## config.mk

```make
export PLATFORM = sky130hd
export DESIGN_NAME = ptw_controller
export DESIGN_NICKNAME = d
export VERILOG_FILES = /design/src/rtl/core/ptw_pkg.sv /design/src/rtl/core/ptw_controller.sv
export SDC_FILE = /design/constraint.sdc
export NUM_CORES = 1
export LEC_CHECK = 0
export ABC_CLOCK_PERIOD_IN_PS = 1500
export BUFFER_PORTS_ARGS = -buffer_cell sky130_fd_sc_hd__buf_2
export CORE_AREA = 5 5 42 44
export CTS_CLUSTER_DIAMETER = 120
export DETAILED_ROUTE_END_ITERATION = 7
export DIE_AREA = 0 0 47 49
export SYNTH_ARGS = -nofsm -noshare
export SYNTH_HDL_FRONTEND = slang
export SYNTH_SLANG_ARGS = --single-unit
```

## constraint.sdc

```tcl
create_clock -name clock -period 1.5 [get_ports clock]
set_input_delay 0 -clock clock [delete_from_list [all_inputs] [get_ports clock]]
set_output_delay 0 -clock clock [all_outputs]
set_load 0.01 [all_outputs]
```

## src/rtl/core/ptw_pkg.sv

```systemverilog
// Shared types and constants for the four-level page table walker.
// Depends on nothing; imported by every module of the walker.
`default_nettype none

package ptw_pkg;

   // Geometry of the table store.
   localparam int DEFAULT_NUM_TABLES = 64;
   localparam int ENTRIES_PER_TABLE  = 512;
   localparam int IDX_W              = 9;
   localparam int FRAME_W            = 40;
   localparam int ENTRY_W            = 64;
   localparam int VA_W               = 48;
   localparam int PA_W               = 52;

   // Request commands.
   localparam logic [1:0] CMD_MAP    = 2'd0;
   localparam logic [1:0] CMD_LOOKUP = 2'd1;
   localparam logic [1:0] CMD_UNMAP  = 2'd2;

   // Response status codes.
   localparam logic [1:0] ST_OK         = 2'd0;
   localparam logic [1:0] ST_NOT_MAPPED = 2'd1;
   localparam logic [1:0] ST_FULL       = 2'd2;

   // Walk level of the leaf table (PT).
   localparam logic [1:0] LVL_PT = 2'd3;

   // Low attribute bits of a link entry: present, writable, user.
   localparam logic [11:0] LINK_ATTR = 12'h007;

   // Commands from the controller to the datapath.
   typedef struct packed {
      logic       load_req;
      logic       init_step;
      logic       rd_issue;
      logic       set_cur_link;
      logic       clr_step;
      logic       wr_link;
      logic       wr_leaf;
      logic       wr_unmap;
      logic       set_res;
      logic [1:0] res_status;
      logic       res_frame;
      logic       load_rsp;
   } ptw_cmd_type;

   // Status from the datapath to the controller.
   typedef struct packed {
      logic [1:0] command;
      logic       present;
      logic       link_ok;
      logic       tables_full;
      logic       lvl_last;
      logic       clr_last;
      logic       init_last;
   } ptw_stat_type;

endpackage

`default_nettype wire

```

## src/rtl/core/ptw_controller.sv

```systemverilog
// Controller state machine of the page table walker.
// Depends on ptw_pkg; drives ptw_datapath through command and status structs.
`default_nettype none

module ptw_controller (
   input  wire logic                  clock,
   input  wire logic                  reset,
   input  wire ptw_pkg::ptw_stat_type stat,
   output      ptw_pkg::ptw_cmd_type  cmd,
   input  wire logic                  req_valid,
   output      logic                  req_ready,
   output      logic                  rsp_valid,
   input  wire logic                  rsp_ready
);
   import ptw_pkg::*;

   localparam logic [2:0] S_INIT  = 3'd0;
   localparam logic [2:0] S_IDLE  = 3'd1;
   localparam logic [2:0] S_READ  = 3'd2;
   localparam logic [2:0] S_EVAL  = 3'd3;
   localparam logic [2:0] S_CLEAR = 3'd4;
   localparam logic [2:0] S_LINK  = 3'd5;
   localparam logic [2:0] S_DONE  = 3'd6;

   logic [2:0] state_ff, state_in;
   logic       rsp_valid_ff, rsp_valid_in;
   logic       slot_free;

   assign slot_free = !rsp_valid_ff || rsp_ready;
   assign req_ready = (state_ff == S_IDLE);
   assign rsp_valid = rsp_valid_ff;

   // Next state and commands.
   always_comb begin
      state_in = state_ff;
      cmd      = '0;
      unique case (state_ff)
         S_INIT: begin
            cmd.init_step = 1'b1;
            if (stat.init_last) begin
               state_in = S_IDLE;
            end
         end
         S_IDLE: begin
            if (req_valid) begin
               cmd.load_req = 1'b1;
               state_in     = S_READ;
            end
         end
         S_READ: begin
            // Unused command answers not mapped without touching the store.
            if (stat.command != CMD_MAP && stat.command != CMD_LOOKUP &&
                stat.command != CMD_UNMAP) begin
               cmd.set_res    = 1'b1;
               cmd.res_status = ST_NOT_MAPPED;
               state_in       = S_DONE;
            end else begin
               cmd.rd_issue = 1'b1;
               state_in     = S_EVAL;
            end
         end
         S_EVAL: begin
            cmd.set_res = 1'b1;
            state_in    = S_DONE;
            if (!stat.lvl_last) begin
               // Intermediate level: follow, allocate or stop.
               if (stat.present) begin
                  if (stat.link_ok) begin
                     cmd.set_res      = 1'b0;
                     cmd.set_cur_link = 1'b1;
                     state_in         = S_READ;
                  end else begin
                     cmd.res_status = (stat.command == CMD_MAP) ? ST_FULL : ST_NOT_MAPPED;
                  end
               end else if (stat.command != CMD_MAP) begin
                  cmd.res_status = ST_NOT_MAPPED;
               end else if (stat.tables_full) begin
                  cmd.res_status = ST_FULL;
               end else begin
                  cmd.set_res = 1'b0;
                  state_in    = S_CLEAR;
               end
            end else if (stat.command == CMD_MAP) begin
               cmd.wr_leaf    = 1'b1;
               cmd.res_status = ST_OK;
            end else if (stat.present) begin
               cmd.res_status = ST_OK;
               cmd.res_frame  = 1'b1;
               cmd.wr_unmap   = (stat.command == CMD_UNMAP);
            end else begin
               cmd.res_status = ST_NOT_MAPPED;
            end
         end
         S_CLEAR: begin
            cmd.clr_step = 1'b1;
            if (stat.clr_last) begin
               state_in = S_LINK;
            end
         end
         S_LINK: begin
            cmd.wr_link = 1'b1;
            state_in    = S_READ;
         end
         S_DONE: begin
            if (slot_free) begin
               cmd.load_rsp = 1'b1;
               state_in     = S_IDLE;
            end
         end
         default: begin
            state_in = S_IDLE;
         end
      endcase
   end

   // Response valid flag.
   always_comb begin
      rsp_valid_in = rsp_valid_ff;
      if (rsp_ready) begin
         rsp_valid_in = 1'b0;
      end
      if (cmd.load_rsp) begin
         rsp_valid_in = 1'b1;
      end
   end

   always_ff @(posedge clock) begin
      if (reset) begin
         state_ff     <= S_INIT;
         rsp_valid_ff <= 1'b0;
      end else begin
         state_ff     <= state_in;
         rsp_valid_ff <= rsp_valid_in;
      end
   end

endmodule

`default_nettype wire

```

---- Word level (Yosys, flattened, before mapping) ----
Index checks and enable logic that the tools add are counted.
word-level totals
  logic and storage cells ................. 73
  flip-flop bits (word level) ............. 4
operators by class
  equal/unequal tests ..................... 13
  reduce and logical (&&, ||, !) cells .... 9
  mux-type cells .......................... 49
operators with widths
  cell                  count
  $mux W3               10
  $mux W1               28
  $pmux W3 S7           1
  $mux W2               9
  $ne A2 B2 Y1 const B  5
  $eq A3 B3 Y1 const B  3
  $eq A3 B2 Y1 const B  2
  $pmux W3 S2           1
  $reduce_and A4 Y1     1
  $reduce_bool A2 Y1    2
  $eq A3 B1 Y1 const B  1
  $logic_not A3 Y1      1
  $eq A2 B2 Y1 const B  1
  $logic_and A1 B1 Y1   2
  $logic_not A2 Y1      1
  $ne A2 B1 Y1 const B  1
  $logic_not A1 Y1      1
  $logic_or A1 B1 Y1    1

---- Logic depth before layout (Yosys ltp) ----
Gate-level depths: netlist (run 1).
  word-level depth ........................ 6
  gate-level depth with buffers ........... 4
  gate-level depth less buffers ........... 3

---- Worst setup path after synthesis (run 1) ----
No wires, ideal clock.
  kind .................................... flip-flop to output port
  start ................................... register state_ff[2]
  end ..................................... output port cmd[5] in the netlist's numbering
  setup slack ............................. 366 ps
  arrival time ............................ 1134 ps
  stages on the path, launching flop included .. 5
  path buffers ............................ 1
  cells stage by stage .................... dfxtp_1 buf_2 and3b_1 nand3_1 nor3b_1
RTL lines
  element                 line                   source
  start, declared         ptw_controller.sv:25   logic [2:0] state_ff, state_in;
  start signal, assigned  ptw_controller.sv:132  state_ff <= state_in;
  end, declared           ptw_controller.sv:9    output ptw_pkg::ptw_cmd_type cmd,

==> results of run 1 <==
## logic make-up (layout without fill, tap and decap cells)
| kind of cell | after synthesis | after routing | synth area share, % |
|---|---|---|---|
| AND/OR/NAND/NOR | 34 | 34 | 49.1 |
| multiplexers | 1 | 1 | 2.34 |
| AO/OA/AOI/OAI | 14 | 14 | 23.1 |
| flip-flops | 4 | 4 | 18.7 |
| buffers and inverters | 5 | 32 | 6.72 |
## per-layer routing
layer | wire, µm | vias up | global-route usage (%) | part of all wire [%]
met2 | 644 | 7 | 17.4 | 53
met5 | 0 | - | 0 | 0
met4 | 0 | 0 | 6.91 | 0
met1 | 535 | 245 | 15.2 | 44
met3 | 37 | 0 | 1.11 | 3.0
li1 | - | 277 | - | -
## registers in the layout (all words and copies together) (netlist names)
register / cells
rsp_valid: 1
state_ff: 3
## cell type report
cell class                      count  share of cell area [%]
Clock buffer                        3                    3.78
Inverter                            1                   0.630
Multi-Input combinational cell     49                    53.8
Sequential cell                     4                    13.7
Tap cell                           16                    3.36
Timing Repair Buffer               28                    24.8
## Yosys cell counts
| library cell | number | area, µm² |
|---|---|---|
| a31oi_1 | 2 | 12.5 |
| dfxtp_1 | 4 | 80.1 |
| nand3b_1 | 4 | 30.0 |
| and3b_1 | 3 | 26.3 |
| buf_4 | 2 | 15.0 |
| nand2b_1 | 3 | 18.8 |
| or4_1 | 1 | 7.51 |
| nor4_1 | 1 | 6.26 |
| o211ai_2 | 1 | 12.5 |
| a2111oi_0 | 1 | 8.76 |
| nand3_1 | 2 | 10.0 |
| nor3b_1 | 3 | 22.5 |
| inv_1 | 1 | 3.75 |
| o311ai_0 | 1 | 8.76 |
| buf_2 | 2 | 10.0 |
| a21oi_1 | 4 | 20.0 |
| o41a_1 | 1 | 11.3 |
| and3_1 | 2 | 12.5 |
| nor3_1 | 3 | 15.0 |
| o21ai_0 | 2 | 10.0 |
| nor2b_1 | 3 | 18.8 |
| nor2_1 | 7 | 26.3 |
| and4b_1 | 1 | 10.0 |
| and2_1 | 1 | 6.26 |
| a211oi_1 | 2 | 15.0 |
| mux2i_1 | 1 | 10.0 |
## power breakdown
| group | internal [µW] | switching [µW] |
|---|---|---|
| Combinational | 67.1 | 69.3 |
| Sequential | 116 | 20.3 |
| Clock | 89.4 | 42.3 |
| Total | 273 | 132 |
## final timing paths
check	from	slack, ps	to
worst max-delay path	state_ff[2]$_SDFFE_PP0P_	100	cmd[5]
worst max register to register	state_ff[2]$_SDFFE_PP0P_	220	state_ff[1]$_SDFFE_PP0P_
worst min register to register	rsp_valid$_SDFFE_PP0P_	520	rsp_valid$_SDFFE_PP0P_
worst min-delay path	rsp_ready	100	rsp_valid$_SDFFE_PP0P_
## metrics by stage
| step | instance area, µm² | util [%] | cells | worst slack, ps |
|---|---|---|---|---|
| 3_5_place_dp | 561 | 40.0 | 97 | 154 |
| 5_1_grt | 596 | 42.5 | 101 | 9.14 |
| 2_1_floorplan | 428 | - | 58 | 366 |
| 3_3_place_gp | 561 | 40.0 | 97 | 209 |
| 4_1_cts | 594 | 42.4 | 101 | 73.8 |
| 6_report | 596 | 42.5 | 101 | 98.7 |
## critical path, delay by kind of cell (launching register included)
| kind | cells | cell delay, ps |
|---|---|---|
| buffers and inverters | 1 | 160 |
| AND/OR/NAND/NOR | 3 | 600 |
| flip-flops | 1 | 410 |
## what timing repair did
item | CTS | global route
gates resized for setup | 1 | 1
hold buffers | 1 | 0
setup endpoints to repair | 1 | 1
gates cloned | 0 | 0
hold endpoints to repair | 2 | 0
buffers inserted | 0 | 0
==> metrics.txt, run 1 <==
# diodes=0; die area=2300 µm²; final worst-path cycle share=93.4%; count of pins over their slew limit=0; number of global-route vias before repair=477; Rows=14; worst vdd ir=0.000319 V; relative slew slack=73.9%; DRC=0; cell breakdown of the critical path=and3b_2 -> nand3_1 -> nor3b_1 -> buf_2; PortBufs=26; Core ar.=1400 µm²; Clk pin slew, worst setup/hold paths=40 ps; later-pin clock latency in the skew report=230 ps; cell area power density=680 nW/µm²; final setup skew=7.61 ps; setup tns final=0 ps; Worst Setup End Kind=output port; Netlist cell types=26; largest net degree at the start of global routing=16; slew of the pin with the lowest slew margin=382 ps; slowest stage cell, crit path=dfxtp_1; antenna-violating nets left=0; Longest Clk Path Bufs=2; YS warnings=0; status=completed; Cells on Worst Hold Path=3; root buf cell=clkbuf_4; Die Height=49 µm; Worst path max stage delay=410 ps; initial core utilization=30.5%; gr usage total=11.5%; Syn Area/Cell=7.38 µm²; H-tree depth=1; commonest non-fill, non-tap cell in the layout=buf_2; cts bufs inserted=3; fmax=714 MHz; FF/Latch Area=81.3 µm²; CP Max Fanout=13; wire length per cell=12.0 µm; RSZ-0062 raised after global routing=no; synthesized instance count=58; share of layout cells above drive strength 1=38.8%; 1st-pass router iterations=2; crit path time final=1400 ps; P_leak=0.000287 µW; first-pass GRT wire length=2010 µm; Final Power=405 µW; Worst Hold Class=in -> reg; Initial DRC Count=2; Nets=99; via/cell ratio=5.24; CTS tree=yes; CP Launch Type=flop; final setup vio count=0; Worst EP required=1500 ps; register area share after synthesis=18.7%; Fin Hold WS=104 ps; Total Wirelength=1220 µm; detailed placement HPWL=988 µm; area of the multi-input gates=320 µm²; Syn Std Cell Area=428 µm²; Fill cells=169; syn_nets=70; total grt overflow=0; final-report hold violation count=0; area grow syn2layout=39.2%; max_cap viols=0; FF+latch count, synth=4; Clock Sinks=4; Vias=529; most frequent cells in the layout=26 x buf_2, 7 x nor2_1, 4 x nand3b_1, 4 x a21oi_1; Die Wd=47 µm; Worst EP arrival=1400 ps; worst-case reg-to-reg path depth=3; Ports=27; gpl congestion=0.766; crit path kind=reg -> out; initial antenna violation count=0
(Power assumes the default switching activity.)
==> inputs of run 2 (changes only) <==
--- a/config.mk
+++ b/config.mk
@@ -5,12 +5,14 @@
 export SDC_FILE = /design/constraint.sdc
 export NUM_CORES = 1
 export LEC_CHECK = 0
+export ABC_AREA = 1
 export ABC_CLOCK_PERIOD_IN_PS = 1500
 export BUFFER_PORTS_ARGS = -buffer_cell sky130_fd_sc_hd__buf_2
 export CORE_AREA = 5 5 42 44
 export CTS_CLUSTER_DIAMETER = 120
 export DETAILED_ROUTE_END_ITERATION = 7
 export DIE_AREA = 0 0 47 49
+export PLACE_DENSITY = 0.68
 export SYNTH_ARGS = -nofsm -noshare
 export SYNTH_HDL_FRONTEND = slang
 export SYNTH_SLANG_ARGS = --single-unit
==> metrics.txt, run 2 <==
Vias=542 (+2.5%); Post-Synth Simple-Gate Area=55.6% (+6.5 points); Clk pin slew, worst setup/hold paths=40 ps (about the same); Die Height=49 µm (unchanged); Compound-Gate Fraction of Synth Area=8.83% (-14 points); Total Wirelength=1180 µm (-2.7%); ranking of synthesized cells by area=dfxtp_1 17%, nand2_1 11%, inv_1 10%, nand2_2 9.1%, nor2_1 7.0%; gpl congestion=0.719 (-6.2%); via/cell ratio=4.44 (-15%); largest net degree at the start of global routing=10 (-6); Die Wd=47 µm (unchanged); share of layout cells above drive strength 1=48.1% (+9.3 points); Design Area, Final=633 µm² (+6.3%); DRC=0 (unchanged); final setup vio count=0 (unchanged); mux contribution to synthesized area=0% (-2.3 points); P_leak=0.000365 µW (+27%); Worst EP required=1500 ps (about the same); RSZ-0062 raised after global routing=no; initial core utilization=34.4% (+3.8 points); die area=2300 µm² (unchanged); relative slew slack=84.8% (+11 points); CTS tree=yes; Worst Setup End Kind=output port; FF+latch count, synth=4 (unchanged); status=completed; Fill cells=145 (-14%); YS warnings=0 (unchanged); Post-synth ARST share=0% (unchanged); later-pin clock latency in the skew report=240 ps (about the same); wire length per cell=9.70 µm (-19%); 1st-pass router iterations=4 (+2); root buf cell=clkbuf_4; post-synthesis adder-cell area fraction=0% (unchanged); largest reg by FF count=state_ff; area grow syn2layout=31.4%; cts bufs inserted=3 (unchanged); largest family of logic cells by synthesized area=simple AND/OR/NAND/NOR gates; Clock Sinks=4 (unchanged); leading area contributor after synthesis=dfxtp_1; Synth top area share=16.6% (-2.1 points); most frequent cells after synthesis=14 x nand2_1, 13 x inv_1, 9 x nor2_1, 7 x nand2_2, 6 x nand3_1; total grt overflow=0 (unchanged); antenna-violating nets left=0 (unchanged); crit path time final=1320 ps (-77.2 ps); Nets=120 (+21%); Ports=27 (unchanged); Longest Clk Path Bufs=2 (unchanged); CP Max Fanout=9 (-4); Worst Hold Class=in -> reg; synthesized instance count=79 (+36%); Post-CTS Setup Bufs=0 (unchanged); fin cells=122 (+21%); syn_nets=91 (+30%); count of pins over their slew limit=0 (unchanged); Syn Area/Cell=6.10 µm² (-17%); final-report hold violation count=0 (unchanged); cell area power density=1300 nW/µm² (+91%); Netlist cell types=19 (-27%); CP Launch Type=flop; max_cap viols=0 (unchanged); xor and xnor area share after synthesis=0% (unchanged); # diodes=0 (unchanged); register area share after synthesis=16.6% (-2.1 points); Worst EP arrival=1320 ps (-80 ps); setup tns final=0 ps (unchanged); number of global-route vias before repair=482 (+1.0%); DP Cell Count=118 (+22%); detailed placement HPWL=962 µm (-2.7%); PortBufs=26 (unchanged); slew of the pin with the lowest slew margin=228 ps (-154 ps); first-pass GRT wire length=1900 µm (-5.5%); H-tree depth=1 (unchanged); EDFF count, synth=0 (unchanged); gr usage total=11.1% (-0.44 points); most common cell in the netlist=nand2_1; Initial DRC Count=7 (+5); number of flip-flops in the largest register=3 (unchanged); Core ar.=1400 µm² (unchanged); Syn Std Cell Area=482 µm² (+13%); commonest non-fill, non-tap cell in the layout=buf_2; crit path kind=reg -> out; initial antenna violation count=0 (unchanged); Placed Instance Area=597 µm² (+6.5%); final worst-path cycle share=88.3% (-5.1 points); most frequent cells in the layout=26 x buf_2, 14 x nand2_1, 13 x inv_1; worst vdd ir=0.000389 V (+22%); fmax=755 MHz (+5.8%); final setup skew=5.67 ps (-1.95 ps); Top FF cell, synth=dfxtp_1; Rows=14 (unchanged)
-- run 2: layer usage --
layer | GRT usage (%) | vias up | part of all wire (%)
li1 | - | 297 | -
met1 | 13.3 | 223 | 43
met2 | 16.3 | 20 | 47
met3 | 2.58 | 2 | 9.0
met4 | 8.29 | 0 | 1.6
met5 | 0 | - | 0
-- run 2: per-stage QoR --
| stage | worst slack (ps) | util (%) | hold slack, ps | total power (µW) |
|---|---|---|---|---|
| 6_report | 176 | 45.2 | 74.2 | 823 |
| 5_1_grt | 43.6 | 45.2 | 83.6 | 916 |
| 4_1_cts | 26.3 | 44.9 | 77.6 | 830 |
| 3_5_place_dp | 250 | 42.6 | 207 | 689 |
| 3_3_place_gp | 287 | 42.6 | 209 | 682 |
| 2_1_floorplan | 451 | - | 34.1 | 587 |
-- run 2: repair_timing --
item / 4_1_cts / 5_1_grt
hold buffers: 1 / 0
gates resized for setup: 0 / 3
endpoints found under the setup margin: 0 / 4
hold endpoints to repair: 4 / 0
-- run 2: cell families (layout without fill, tap and decap cells) --
family | count (synthesis) | count (layout)
simple gates | 50 | 50
flops | 4 | 4
buf+inv | 18 | 45
compound gates | 7 | 7
-- run 2: path summary, 6_finish.rpt --
check	slack (ps)	cells past startpoint	startpoint	to
hold reg to reg	550	2	state_ff[2]$_SDFFE_PP0P_	state_ff[2]$_SDFFE_PP0P_
hold / removal	70	4	rsp_ready	state_ff[1]$_SDFFE_PP0P_
setup reg to reg	390	6	state_ff[2]$_SDFFE_PP0P_	state_ff[0]$_SDFFE_PP0P_
setup / recovery	180	5	state_ff[0]$_SDFFE_PP0P_	cmd[4]
-- run 2: final cells by class --
cell class	instances	area, µm²	share of cell area, %
Inverter	15	56.3	8.89
Sequential cell	4	83.8	13.2
Tap cell	16	20.0	3.16
Clock buffer	3	22.5	3.56
Timing Repair Buffer	27	140	22.1
Multi-Input combinational cell	57	310	49.0
-- run 2: worst max-delay path: stages (launching register included) --
cell     delay (ps)
dfxtp_2         440
nand2_2          90
nor2_4          120
nand2_1         100
o21ai_0         190
buf_2           160
-- run 2: where the power goes --
| part | switching [µW] | internal (µW) |
|---|---|---|
| Combinational | 279 | 188 |
| Clock | 44.0 | 89.5 |
| Sequential | 80.5 | 142 |
| Total | 403 | 420 |
